File: src/design/tmcs_pkg.sv
// Shared types and constants of the trimmed-mean load-cell scale.
package tmcs_pkg;

	localparam int SAMPLE_W = 24;
	localparam int CODE_W   = 3;
	localparam int GRAM_W   = 15;
	localparam int CFG_IDX_W = 3;

	localparam logic [CODE_W-1:0] CODE_CH0 = 3'd4;
	localparam logic [CODE_W-1:0] CODE_CH1 = 3'd5;

	localparam logic [1:0] KIND_CH0   = 2'd0;
	localparam logic [1:0] KIND_CH1   = 2'd1;
	localparam logic [1:0] KIND_OTHER = 2'd2;

	localparam logic [CFG_IDX_W-1:0] REG_SELECT = 3'd0;
	localparam logic [CFG_IDX_W-1:0] REG_BASE0  = 3'd1;
	localparam logic [CFG_IDX_W-1:0] REG_CPG0   = 3'd2;
	localparam logic [CFG_IDX_W-1:0] REG_BASE1  = 3'd3;
	localparam logic [CFG_IDX_W-1:0] REG_CPG1   = 3'd4;

	localparam logic [16:0]       GRAM_REJECT = 17'd99000;
	localparam logic [GRAM_W-1:0] GRAM_LIMIT  = 15'd30000;

	typedef struct packed {
		logic [SAMPLE_W-1:0] sample;
		logic [CODE_W-1:0]   channel_code;
	} in_item_t;

	typedef struct packed {
		logic                accepted;
		logic [1:0]          channel_kind;
		logic [SAMPLE_W-1:0] filtered_ch0;
		logic [SAMPLE_W-1:0] filtered_ch1;
		logic [GRAM_W-1:0]   grams_ch0;
		logic [GRAM_W-1:0]   grams_ch1;
		logic [GRAM_W-1:0]   grams_selected;
	} out_item_t;

	typedef struct packed {
		logic start;
	} div_req_t;

	typedef struct packed {
		logic busy;
		logic done;
	} div_stat_t;

endpackage

File: src/design/tmcs_div.sv
// Bit-serial restoring divider, one quotient bit per cycle.
module tmcs_div
	import tmcs_pkg::*;
#(
	parameter int W = 30
) (
	input  logic         clk,
	input  logic         arst_n,
	input  div_req_t     req,
	input  logic [W-1:0] dividend,
	input  logic [W-1:0] divisor,
	output div_stat_t    stat,
	output logic [W-1:0] quot
);

	localparam int CW = $clog2(W + 1);

	logic [W-1:0]  rem_q;
	logic [W-1:0]  quo_q;
	logic [W-1:0]  dvs_q;
	logic [CW-1:0] cnt_q;
	logic          busy_q;
	logic          done_q;
	logic [W:0]    trial;
	logic [W:0]    shifted;

	always_comb begin
		shifted = {rem_q, quo_q[W-1]};
		trial   = shifted - {1'b0, dvs_q};
	end

	always_ff @(posedge clk or negedge arst_n) begin
		if (!arst_n) begin
			busy_q <= 1'b0;
			done_q <= 1'b0;
			cnt_q  <= '0;
		end else begin
			done_q <= 1'b0;
			if (req.start) begin
				busy_q <= 1'b1;
				cnt_q  <= '0;
			end else if (busy_q) begin
				cnt_q <= cnt_q + 1'b1;
				if (cnt_q == CW'(W - 1)) begin
					busy_q <= 1'b0;
					done_q <= 1'b1;
				end
			end
		end
	end

	always_ff @(posedge clk) begin
		if (req.start) begin
			rem_q <= '0;
			quo_q <= dividend;
			dvs_q <= divisor;
		end else if (busy_q) begin
			if (!trial[W]) begin
				rem_q <= trial[W-1:0];
				quo_q <= {quo_q[W-2:0], 1'b1};
			end else begin
				rem_q <= shifted[W-1:0];
				quo_q <= {quo_q[W-2:0], 1'b0};
			end
		end
	end

	assign stat.busy = busy_q;
	assign stat.done = done_q;
	assign quot      = quo_q;

endmodule

File: config.mk
export PLATFORM = sky130hd
export DESIGN_NAME = tmcs_div
export DESIGN_NICKNAME = d
export VERILOG_FILES = /design/src/design/tmcs_pkg.sv /design/src/design/tmcs_div.sv
export SDC_FILE = /design/constraint.sdc
export NUM_CORES = 1
export LEC_CHECK = 0
export BUFFER_PORTS_ARGS = -buffer_cell sky130_fd_sc_hd__buf_2
export CAP_MARGIN = 30
export CORE_UTILIZATION = 57
export DETAILED_ROUTE_END_ITERATION = 12
export GPL_TIMING_DRIVEN = 0
export PLACE_DENSITY = 0.81
export SLEW_MARGIN = 40
export SYNTH_ARGS = -nofsm -noshare
export SYNTH_HDL_FRONTEND = slang
export SYNTH_SLANG_ARGS = --single-unit
File: constraint.sdc
create_clock -name clk -period 3.97 [get_ports clk]
set_input_delay 1.191 -clock clk [delete_from_list [all_inputs] [get_ports clk]]
set_output_delay 1.191 -clock clk [all_outputs]
set_load 0.005 [all_outputs]
==> results.ini, run 1 <==
[status]
status = complete, no violations

[finish]
final_core_util_pct = 67.6
nNetsFinal = 776
drive_gt1_share_pct = 23.8
area.growth.synth_to_final_pct = 14.9
final_area_sq_um = 6610
diodes = 0
stdcell_count = 818

[timing]
whs_ns = 0.515
timing.fmax_ghz = 0.278
min_period_ns = 3.60
rsz0062_at_grt = no
worst_slew_pin_slew_ns = 0.746
layout_setup_ws_ns = 0.368
finalClockSkew_ns = 0.0124
relSlewSlack_pct = 50.3
fin_crit_sh_pct = 90.7
setup_viol = 0
hold_violations = 0
setup_tns_ns = 0
drv_slew = 0

[worst_setup_path]
startpoint_type = flip-flop
r2r_end = rem_q[4]
critPathCaptureType = flip-flop
slowest_stage = edfxtp_1
reg2regPathDepth = 12
worstPathRequired_ns = 4.26
critPathMaxStageDelay_ns = 0.40
critPathArrivalTime_ns = 3.89
worstReg2RegStart = quot[29]
cp_cell_sequence = inv_1, ha_1, fa_1, nand2b_1, a211oi_2, o2111ai_1, o21ai_2, o21ai_1, a21oi_2, clkbuf_1, o21ai_0, a311oi_1
crit_fanout = 10
path_class = reg2reg
regToRegSetupSlack_ns = 0.37

[clock_network]
cts-root-buf = clkbuf_8
tritoncts = built
cts_sinks = 97
clk_latency_ns = 0.38
ctsHoldBuffers = 0
clk_path_buf_depth = 2
cts.clk_slew.worst_paths_ns = 0.10
cts_made_buffers = 9
cts_max_level = 3

[pwr]
p_leak_nw = 2.87
p_switching_mw = 1.49
comb_power_share_pct = 44.7
peakVddDrop_mv = 0.314
powerDensity_nw_per_um2 = 572
p_clk_share_pct = 18.0
pwr-share-seq_pct = 37.3
switching_share_pct = 39.4
internal_power_mw = 2.29
total_power_mw = 3.78

[yosys]
netlist_area_sq_um = 5750
synth_seq_cells = 97
synth_nets = 671
synth_seq_area_share_pct = 44.8
ys_async_sr_fraction_pct = 7.22
yosysWarnings = 0
synth_edf_count = 60
yosysUniqueCellTypes = 60
synthCells = 575
avgSynthCellArea_sq_um = 10.0
synthFlopType = edfxtp_1

[global_routing]
grt_pass1_wl_um = 21300
grt_pass1_vias = 4456
grt.total_usage_pct = 26.7
grt-ovfl-total = 0
grt_start_max_net_pins = 32
antenna_found_initial = 0

[placed_design]
io_buffers = 94
place_ws_ns = 0.0583
dpl_cell_area_sq_um = 6390
place.gp.congestion = 0.890
dp_hpwl_um = 10400
dpl.cell_count = 802

[floorplanning]
dieArea_sq_um = 10500
die_w_um = 102
design.core.area_sq_um = 9770
die_h_um = 102
placementRows = 36
io_pins = 95
initial_utilization_pct = 58.8

[detailed_routing]
final_antenna_net_count = 0
drt-vias-per-instance = 6.08
drc = 0
highest_layer = met4
wl_met3_um = 947
avgRoutedWirePerCell_um = 17.1
vias = 4976
first_pass_iters = 5
met1_length_um = 5810
wl_um = 14000
met2_length_um = 6860
drtIter0Drc = 416

[hold_path]
hold_path_depth = 2
min_from = rem_q[19]
whs_endpoint = rem_q[19]
hold_path_class = reg2reg

[run]
cap_violations = 0

## kinds of logic after synthesis
kind of cell / after synthesis / synth area share (%)
mux: 34 / 6.62
xor+xnor: 19 / 2.89
fa+ha+maj: 33 / 7.31
compound gates: 160 / 19.8
buf+inv: 71 / 5.29
simple gates: 161 / 13.3
flops: 97 / 44.8
## Yosys cell counts (8+ instances only)
cell      instances  area share, %
nor3_1           13            1.1
clkbuf_1         18            1.2
nand2_1          33            2.2
nand3_1          22            1.9
mux2_2           32            6.3
inv_1            44            2.9
a21o_1           12            1.6
a311oi_1         21            3.2
dfxtp_1          30             10
edfxtp_1         60             31
o21ai_0          38            3.3
a211oi_1          8            1.0
nor2_1           52            3.4
a21oi_1          27            2.4
xnor2_1          12            1.8
ha_1             32            7.0
## final cells by class
| type | instances | area, sq um |
|---|---|---|
| Tap cell | 133 | 166 |
| Clock inverter | 6 | 73.8 |
| Timing Repair Buffer | 94 | 470 |
| Sequential cell | 97 | 2580 |
| Clock buffer | 10 | 128 |
| Fill cell | 777 | 3170 |
| Inverter | 45 | 169 |
| Buffer | 26 | 136 |
| Multi-Input combinational cell | 407 | 2890 |
## power groups by stage
| stage | Combinational (mW) | Clock (mW) | Sequential [mW] |
|---|---|---|---|
| 6_report | 1.69 | 0.680 | 1.41 |
| 5_1_grt | 1.85 | 0.720 | 1.43 |
| 4_1_cts | 1.65 | 0.687 | 1.40 |
| 3_5_place_dp | 1.63 | 0 | 1.42 |
| 3_3_place_gp | 1.56 | 0 | 1.42 |
| 2_1_floorplan | 1.26 | 0 | 1.38 |
## worst max-delay path: cells and delay by family (launching register included)
family | cells | cell delay, ns
compound gates | 7 | 1.80
fa+ha+maj | 2 | 0.63
buf+inv | 2 | 0.44
flops | 1 | 0.40
simple gates | 1 | 0.22
## state kept, by name, summed over array words and instances, names as in the netlist
signal / count
dvs_q: 30
quot: 30
rem_q: 30
cnt_q: 5
busy_q: 1
done_q: 1
## worst max path at each step
stage               cells after the start     start        end  slack (ns)
floorplan                              12  quot[29]  rem_q[21]        1.02
global placement                       12  quot[29]   rem_q[2]        0.16
detailed placement                     12  quot[29]  rem_q[20]        0.06
CTS                                    12  quot[29]  rem_q[27]        0.05
global route                           12  quot[29]  rem_q[20]        0.18
finish                                 12  quot[29]   rem_q[4]        0.37
## what timing repair did
action | 4_1_cts | 5_1_grt
resized for setup | 1 | 4
setup endpoints to repair | 2 | 23
buffers inserted | 0 | 0
## per-layer routing
layer  track usage (%)  vias to the layer above
met5                 0                        -
met4              13.6                        0
met3              3.42                       29
met2              43.8                      230
met1              34.6                     2343
li1                  -                     2374
## cells in the final DEF (no fill, tap or decap), types with 7 or more instances in the layout
master	instances
dfrtp_1	7
buf_2	95
nand2_1	33
a21o_1	12
clkbuf_1	18
a311oi_1	21
nor3_1	13
o211ai_1	7
nor2_1	52
nand4_1	7
dfxtp_1	30
edfxtp_1	60
o2111ai_1	7
o21ai_0	38
nand3_1	22
xor2_1	7
ha_1	32
mux2_2	32
clkbuf_8	9
a211oi_1	7
xnor2_1	12
inv_1	43
a21oi_1	26
Note: power is estimated with default switching activity, not from simulation.
==> run 2: changes to the inputs <==
--- a/config.mk
+++ b/config.mk
@@ -7,10 +7,10 @@
 export LEC_CHECK = 0
 export BUFFER_PORTS_ARGS = -buffer_cell sky130_fd_sc_hd__buf_2
 export CAP_MARGIN = 30
-export CORE_UTILIZATION = 57
+export CORE_UTILIZATION = 40
 export DETAILED_ROUTE_END_ITERATION = 12
 export GPL_TIMING_DRIVEN = 0
-export PLACE_DENSITY = 0.81
+export SKIP_CTS_REPAIR_TIMING = 1
 export SLEW_MARGIN = 40
 export SYNTH_ARGS = -nofsm -noshare
 export SYNTH_HDL_FRONTEND = slang
==> run 2 against run 1 <==
Routed wire length rose by 3.9%. Non-clock buffer count did not move. Register-to-register slack improved by 0.06 ns. Sequential cell count did not move. Sequential share of layout area fell by 0.84 points. Critical path depth did not move. Sequential power barely moved. Core utilization fell by 19 points. Clock skew rose by 0.0032 ns. Count of clock-buffer cells in the layout fell by 1. Final cell count rose by 5.7%. Hold slack got worse by 0.0020 ns. Critical endpoint is now rem_q[22].
==> results.ini, run 2 (synthesis gave the netlist of run 1 again) <==
[clock_network]
clk_latency_ns = 0.36  ; -0.02 ns
clk_path_buf_depth = 2  ; unchanged
cts-root-buf = clkbuf_16
cts_made_buffers = 9  ; unchanged
cts_sinks = 97  ; unchanged
cts.clk_slew.worst_paths_ns = 0.08  ; -0.02 ns
tritoncts = built
cts_max_level = 3  ; unchanged

[worst_setup_path]
cp_cell_sequence = inv_1, ha_1, fa_1, nand2b_1, a211oi_2, o2111ai_1, o21ai_2, o21ai_1, a21oi_2, clkbuf_1, o21ai_0, a311oi_1
path_class = reg2reg
critPathCaptureType = flip-flop
startpoint_type = flip-flop
worstPathBufferInverterCount = 2  ; unchanged
critPathArrivalTime_ns = 3.81  ; -0.08 ns
crit_fanout = 10  ; unchanged
slowest_stage = edfxtp_1
worstPathRequired_ns = 4.24  ; -0.02 ns
critPathMaxStageDelay_ns = 0.40  ; about the same
path_delay_family = compound AO/OA/AOI/OAI gates

[pwr]
comb_power_share_pct = 42.4  ; -2.3 points
pwr-share-seq_pct = 35.6  ; -1.7 points
p_clk_share_pct = 22.1  ; +4.1 points
p_switching_mw = 1.53  ; +3.0%
powerDensity_nw_per_um2 = 587  ; +2.6%
switching_share_pct = 38.7  ; -0.70 points
total_power_mw = 3.96  ; +4.8%
p_leak_nw = 2.92  ; +1.7%
internal_power_mw = 2.43  ; +6.0%
peakVddDrop_mv = 0.333  ; +5.9%

[floorplanning]
design.core.area_sq_um = 13900  ; +43%
dieArea_sq_um = 14900  ; +42%
placementRows = 43  ; +19%
die_h_um = 122  ; +19%
die_w_um = 122  ; +19%
io_pins = 95  ; unchanged
initial_utilization_pct = 41.3  ; -18 points

[timing]
worst_slew_pin_slew_ns = 0.671  ; -0.0750 ns
min_period_ns = 3.55  ; -0.0558 ns
rsz0062_at_grt = no
fin_crit_sh_pct = 89.3  ; -1.4 points
finalClockSkew_ns = 0.0156  ; +0.00323 ns
setup_viol = 0  ; unchanged
layout_setup_ws_ns = 0.424  ; +0.0558 ns
relSlewSlack_pct = 54.9  ; +4.6 points
drv_slew = 0  ; unchanged
whs_ns = 0.513  ; -0.00201 ns
timing.fmax_ghz = 0.282  ; +1.6%
hold_violations = 0  ; unchanged

[detailed_routing]
wl_um = 14500  ; +3.9%
avgRoutedWirePerCell_um = 16.8  ; -1.7%
vias = 4807  ; -3.4%
drtIter0Drc = 292  ; -30%
first_pass_iters = 7  ; +2
final_antenna_net_count = 0  ; unchanged
drt-vias-per-instance = 5.56  ; -8.6%
drc = 0  ; unchanged

[run]
cap_violations = 0  ; unchanged

[finish]
nNetsFinal = 776  ; unchanged
diodes = 0  ; unchanged
fill_cells = 1316  ; +69%
final_core_util_pct = 48.5  ; -19 points
drive_gt1_share_pct = 23.9  ; +0.15 points
mostFrequentLayoutCells = buf_2, edfxtp_1, nor2_1
area.growth.synth_to_final_pct = 17.5
layout_commonest_cell = buf_2
stdcell_count = 865  ; +5.7%

[placed_design]
place_ws_ns = -0.0216  ; -0.0799 ns
place.gp.congestion = 0.849  ; -4.6%
dpl.cell_count = 849  ; +5.9%
dp_hpwl_um = 10800  ; +3.9%
io_buffers = 94  ; unchanged

[global_routing]
grt_start_max_net_pins = 32  ; unchanged
grt_pass1_wl_um = 23200  ; +8.9%
grt-ovfl-total = 0  ; unchanged
grt_pass1_vias = 4587  ; +2.9%
antenna_found_initial = 0  ; unchanged
grt.total_usage_pct = 20.2  ; -6.5 points

[hold_path]
hold_path_class = reg2reg

[status]
status = complete, no violations

==> run 2: changes by cell type in the layout (fill, tap and decap cells not counted), sizes merged <==
cell / previous run / this run
bufinv: 1 / 0
clkinvlp: 2 / 0
clkbuf: 28 / 27
clkinv: 1 / 4
inv: 47 / 48
==> run 2: worst min-delay path, stage by stage, from the launching register on <==
cell and delay (ns):
dfxtp_1 0.34, nor2_1 0.09, a311oi_1 0.05
==> run 2: power groups by stage <==
stage	Sequential, mW	Clock [mW]	Combinational, mW
after detailed placement	1.43	0	1.65
after CTS	1.41	0.888	1.66
after floorplan	1.38	0	1.26
final	1.41	0.874	1.68
after global placement	1.42	0	1.60
after global routing	1.43	0.924	1.87
==> run 2: final timing paths <==
check | from | end | slack (ns) | cells past startpoint
worst max register to register | quot[29] | rem_q[22] | 0.42 | 12
min in group asynchronous | arst_n | done_q | 0.65 | 1
worst max-delay path | quot[29] | rem_q[22] | 0.42 | 12
worst min register to register | rem_q[20] | rem_q[20] | 0.51 | 2
worst min-delay path | rem_q[20] | rem_q[20] | 0.51 | 2
max in group asynchronous | arst_n | busy_q | 3.17 | 1
==> run 2: metal layers <==
layer / vias up / track usage [%] / wire, um
met1: 2304 / 27.4 / 6660
met5: - / 0 / 0
li1: 2382 / - / -
met3: 8 / 2.53 / 571
met2: 113 / 33.4 / 7130
met4: 0 / 6.56 / 165
==> run 2: final cells by class <==
type                    instances  area [sq um]  share of cell area [%]
clock inverters                 7          60.1                   0.889
flip-flops and latches         97          2580                    38.2
well taps                     180           225                    3.34
repair buffers                 94           473                    7.00
multi-input cells             407          2890                    42.7
clock buffers                   9           225                    3.34
plain buffers                  26           136                    2.02
inverters                      45           169                    2.50
==> run 2: through the flow <==
stage          instance area [sq um]  TNS (ns)
4_1_cts                         6740    -0.524
5_1_grt                         6750         0
6_report                        6750         0
3_3_place_gp                    6440         0
3_5_place_dp                    6450   -0.0397
2_1_floorplan                   5750         0
==> run 3: changes to the inputs <==
--- a/config.mk
+++ b/config.mk
@@ -7,9 +7,10 @@
 export LEC_CHECK = 0
 export BUFFER_PORTS_ARGS = -buffer_cell sky130_fd_sc_hd__buf_2
 export CAP_MARGIN = 30
-export CORE_UTILIZATION = 40
+export CORE_UTILIZATION = 55
 export DETAILED_ROUTE_END_ITERATION = 12
 export GPL_TIMING_DRIVEN = 0
+export PLACE_DENSITY = 0.78
 export SKIP_CTS_REPAIR_TIMING = 1
 export SLEW_MARGIN = 40
 export SYNTH_ARGS = -nofsm -noshare
==> run 3 against run 2 <==
Die area down 27%. Routed wire length fell by 3.3%. Hold slack better by 0.0031 ns. Largest cell class unchanged. Largest power group unchanged. Critical path type unchanged. Worst setup slack got worse by 0.10 ns. Total power shrank 6.5%.
==> results.ini, run 3 (synthesis gave the netlist of run 1 again) <==
[clock_network]
cts_max_level = 3  ; unchanged
cts.clk_slew.worst_paths_ns = 0.09  ; about the same
cts-root-buf = clkbuf_8
clk_path_buf_depth = 2  ; unchanged
tritoncts = built
cts_made_buffers = 9  ; unchanged
clk_latency_ns = 0.38  ; +0.02 ns
cts_sinks = 97  ; unchanged

[worst_setup_path]
critPathArrivalTime_ns = 3.93  ; +0.12 ns
path_class = reg2reg
cp_cell_sequence = inv_1, ha_1, fa_1, nand2b_1, a211oi_2, o2111ai_1, o21ai_2, o21ai_1, a21oi_2, clkbuf_1, o21ai_0, a311oi_1
worstPathBufferInverterCount = 2  ; unchanged
regToRegSetupSlack_ns = 0.32  ; -0.10 ns
path_delay_family = compound AO/OA/AOI/OAI gates
worstPathRequired_ns = 4.25  ; about the same
critPathCaptureType = flip-flop
critPathMaxStageDelay_ns = 0.42  ; +0.02 ns
r2r_end = rem_q[3]
crit_fanout = 10  ; unchanged
startpoint_type = flip-flop
slowest_stage = edfxtp_1
reg2regPathDepth = 12  ; unchanged
worstReg2RegStart = quot[29]

[global_routing]
grt_pass1_vias = 4869  ; +6.1%
grt-ovfl-total = 0  ; unchanged
antenna_found_initial = 0  ; unchanged
grt.total_usage_pct = 27.1  ; +6.9 points
grt_start_max_net_pins = 32  ; unchanged
grt_pass1_wl_um = 23500  ; +1.2%

[status]
status = complete, no violations

[placed_design]
dp_hpwl_um = 10500  ; -2.5%
place.gp.congestion = 0.890  ; +4.7%
place_ws_ns = 0.00547  ; +0.0271 ns
io_buffers = 94  ; unchanged

[finish]
layout_commonest_cell = buf_2
final_core_util_pct = 66.2  ; +18 points
diodes = 0  ; unchanged
nNetsFinal = 776  ; unchanged
mostFrequentLayoutCells = buf_2, edfxtp_1, nor2_1
fill_cells = 781  ; -41%
drive_gt1_share_pct = 23.8  ; -0.15 points
area.growth.synth_to_final_pct = 14.6

[pwr]
p_clk_share_pct = 16.5  ; -5.6 points
p_switching_mw = 1.45  ; -5.3%
comb_power_share_pct = 45.5  ; +3.1 points
total_power_mw = 3.70  ; -6.5%
pwr-share-seq_pct = 38.0  ; +2.4 points
powerDensity_nw_per_um2 = 562  ; -4.2%
switching_share_pct = 39.2  ; +0.49 points
peakVddDrop_mv = 0.347  ; +4.4%
p_leak_nw = 2.87  ; -1.9%
internal_power_mw = 2.25  ; -7.3%

[floorplanning]
dieArea_sq_um = 10900  ; -27%
die_w_um = 104  ; -14%
design.core.area_sq_um = 9950  ; -29%
initial_utilization_pct = 57.8  ; +16 points
io_pins = 95  ; unchanged
die_h_um = 104  ; -14%
placementRows = 36  ; -16%

[detailed_routing]
final_antenna_net_count = 0  ; unchanged
drtIter0Drc = 279  ; -4.5%
met1_length_um = 6030  ; -9.4%
met2_length_um = 7030  ; -1.4%
drc = 0  ; unchanged
wl_um = 14000  ; -3.3%
wl_met3_um = 748  ; +31%
first_pass_iters = 5  ; -2
avgRoutedWirePerCell_um = 17.2  ; +2.3%
drt-vias-per-instance = 5.96  ; +7.2%
highest_layer = met4
vias = 4873  ; +1.4%

[hold_path]
whs_endpoint = rem_q[4]
hold_path_class = reg2reg
hold_path_depth = 2  ; unchanged
min_from = rem_q[4]

[run]
cap_violations = 0  ; unchanged

[timing]
layout_setup_ws_ns = 0.323  ; -0.101 ns
whs_ns = 0.516  ; +0.00310 ns
finalClockSkew_ns = 0.0101  ; -0.00556 ns
timing.fmax_ghz = 0.274  ; -2.8%
worst_slew_pin_slew_ns = 0.751  ; +0.0799 ns
setup_viol = 0  ; unchanged
rsz0062_at_grt = no
min_period_ns = 3.65  ; +0.101 ns
hold_violations = 0  ; unchanged
relSlewSlack_pct = 50.0  ; -5.0 points
fin_crit_sh_pct = 91.9  ; +2.5 points
drv_slew = 0  ; unchanged

[run 3: worst max-delay path by stage]
stage                            to  slack (ns)  depth (start not counted)     start
after floorplan           rem_q[21]        1.02                         12  quot[29]
after global placement     rem_q[3]        0.13                         12  quot[29]
after detailed placement   rem_q[3]       0.005                         12  quot[29]
after CTS                  rem_q[3]       -0.04                         12  quot[29]
after global routing       rem_q[3]        0.04                         12  quot[29]
final                      rem_q[3]        0.32                         12  quot[29]
[run 3: power by group through the flow]
stage          Clock [mW]  Combinational (mW)  Sequential (mW)
2_1_floorplan           0                1.26             1.38
3_3_place_gp            0                1.57             1.42
3_5_place_dp            0                1.63             1.42
4_1_cts             0.631                1.64             1.40
5_1_grt             0.658                1.86             1.43
6_report            0.610                1.68             1.41
[run 3: final cells by class]
cell class	count	area, sq um	share of cell area [%]
repair buffers	94	470	7.14
clock inverters	4	26.3	0.399
inverters	45	169	2.56
clock buffers	12	155	2.36
plain buffers	26	136	2.07
multi-input cells	407	2890	43.8
well taps	133	166	2.53
flip-flops and latches	97	2580	39.1
[run 3: worst min-delay path: cells and delay by family, from the launching register on]
kind,cells,cell delay (ns)
compound gates,1,0.05
flops,1,0.34
simple gates,1,0.09
[run 3: metrics by stage]
step	cells	instance area [sq um]	TNS [ns]
after CTS	818	6570	-0.0759
after floorplan	575	5750	0
after global placement	802	6390	0
final	818	6590	0
after global routing	818	6590	0
after detailed placement	802	6390	0
[run 3: per-layer routing]
metal / GRT usage, % / vias up
met2: 45.6 / 156
met1: 33.4 / 2325
met5: 0 / -
li1: - / 2371
met4: 10.6 / 0
met3: 6.64 / 21
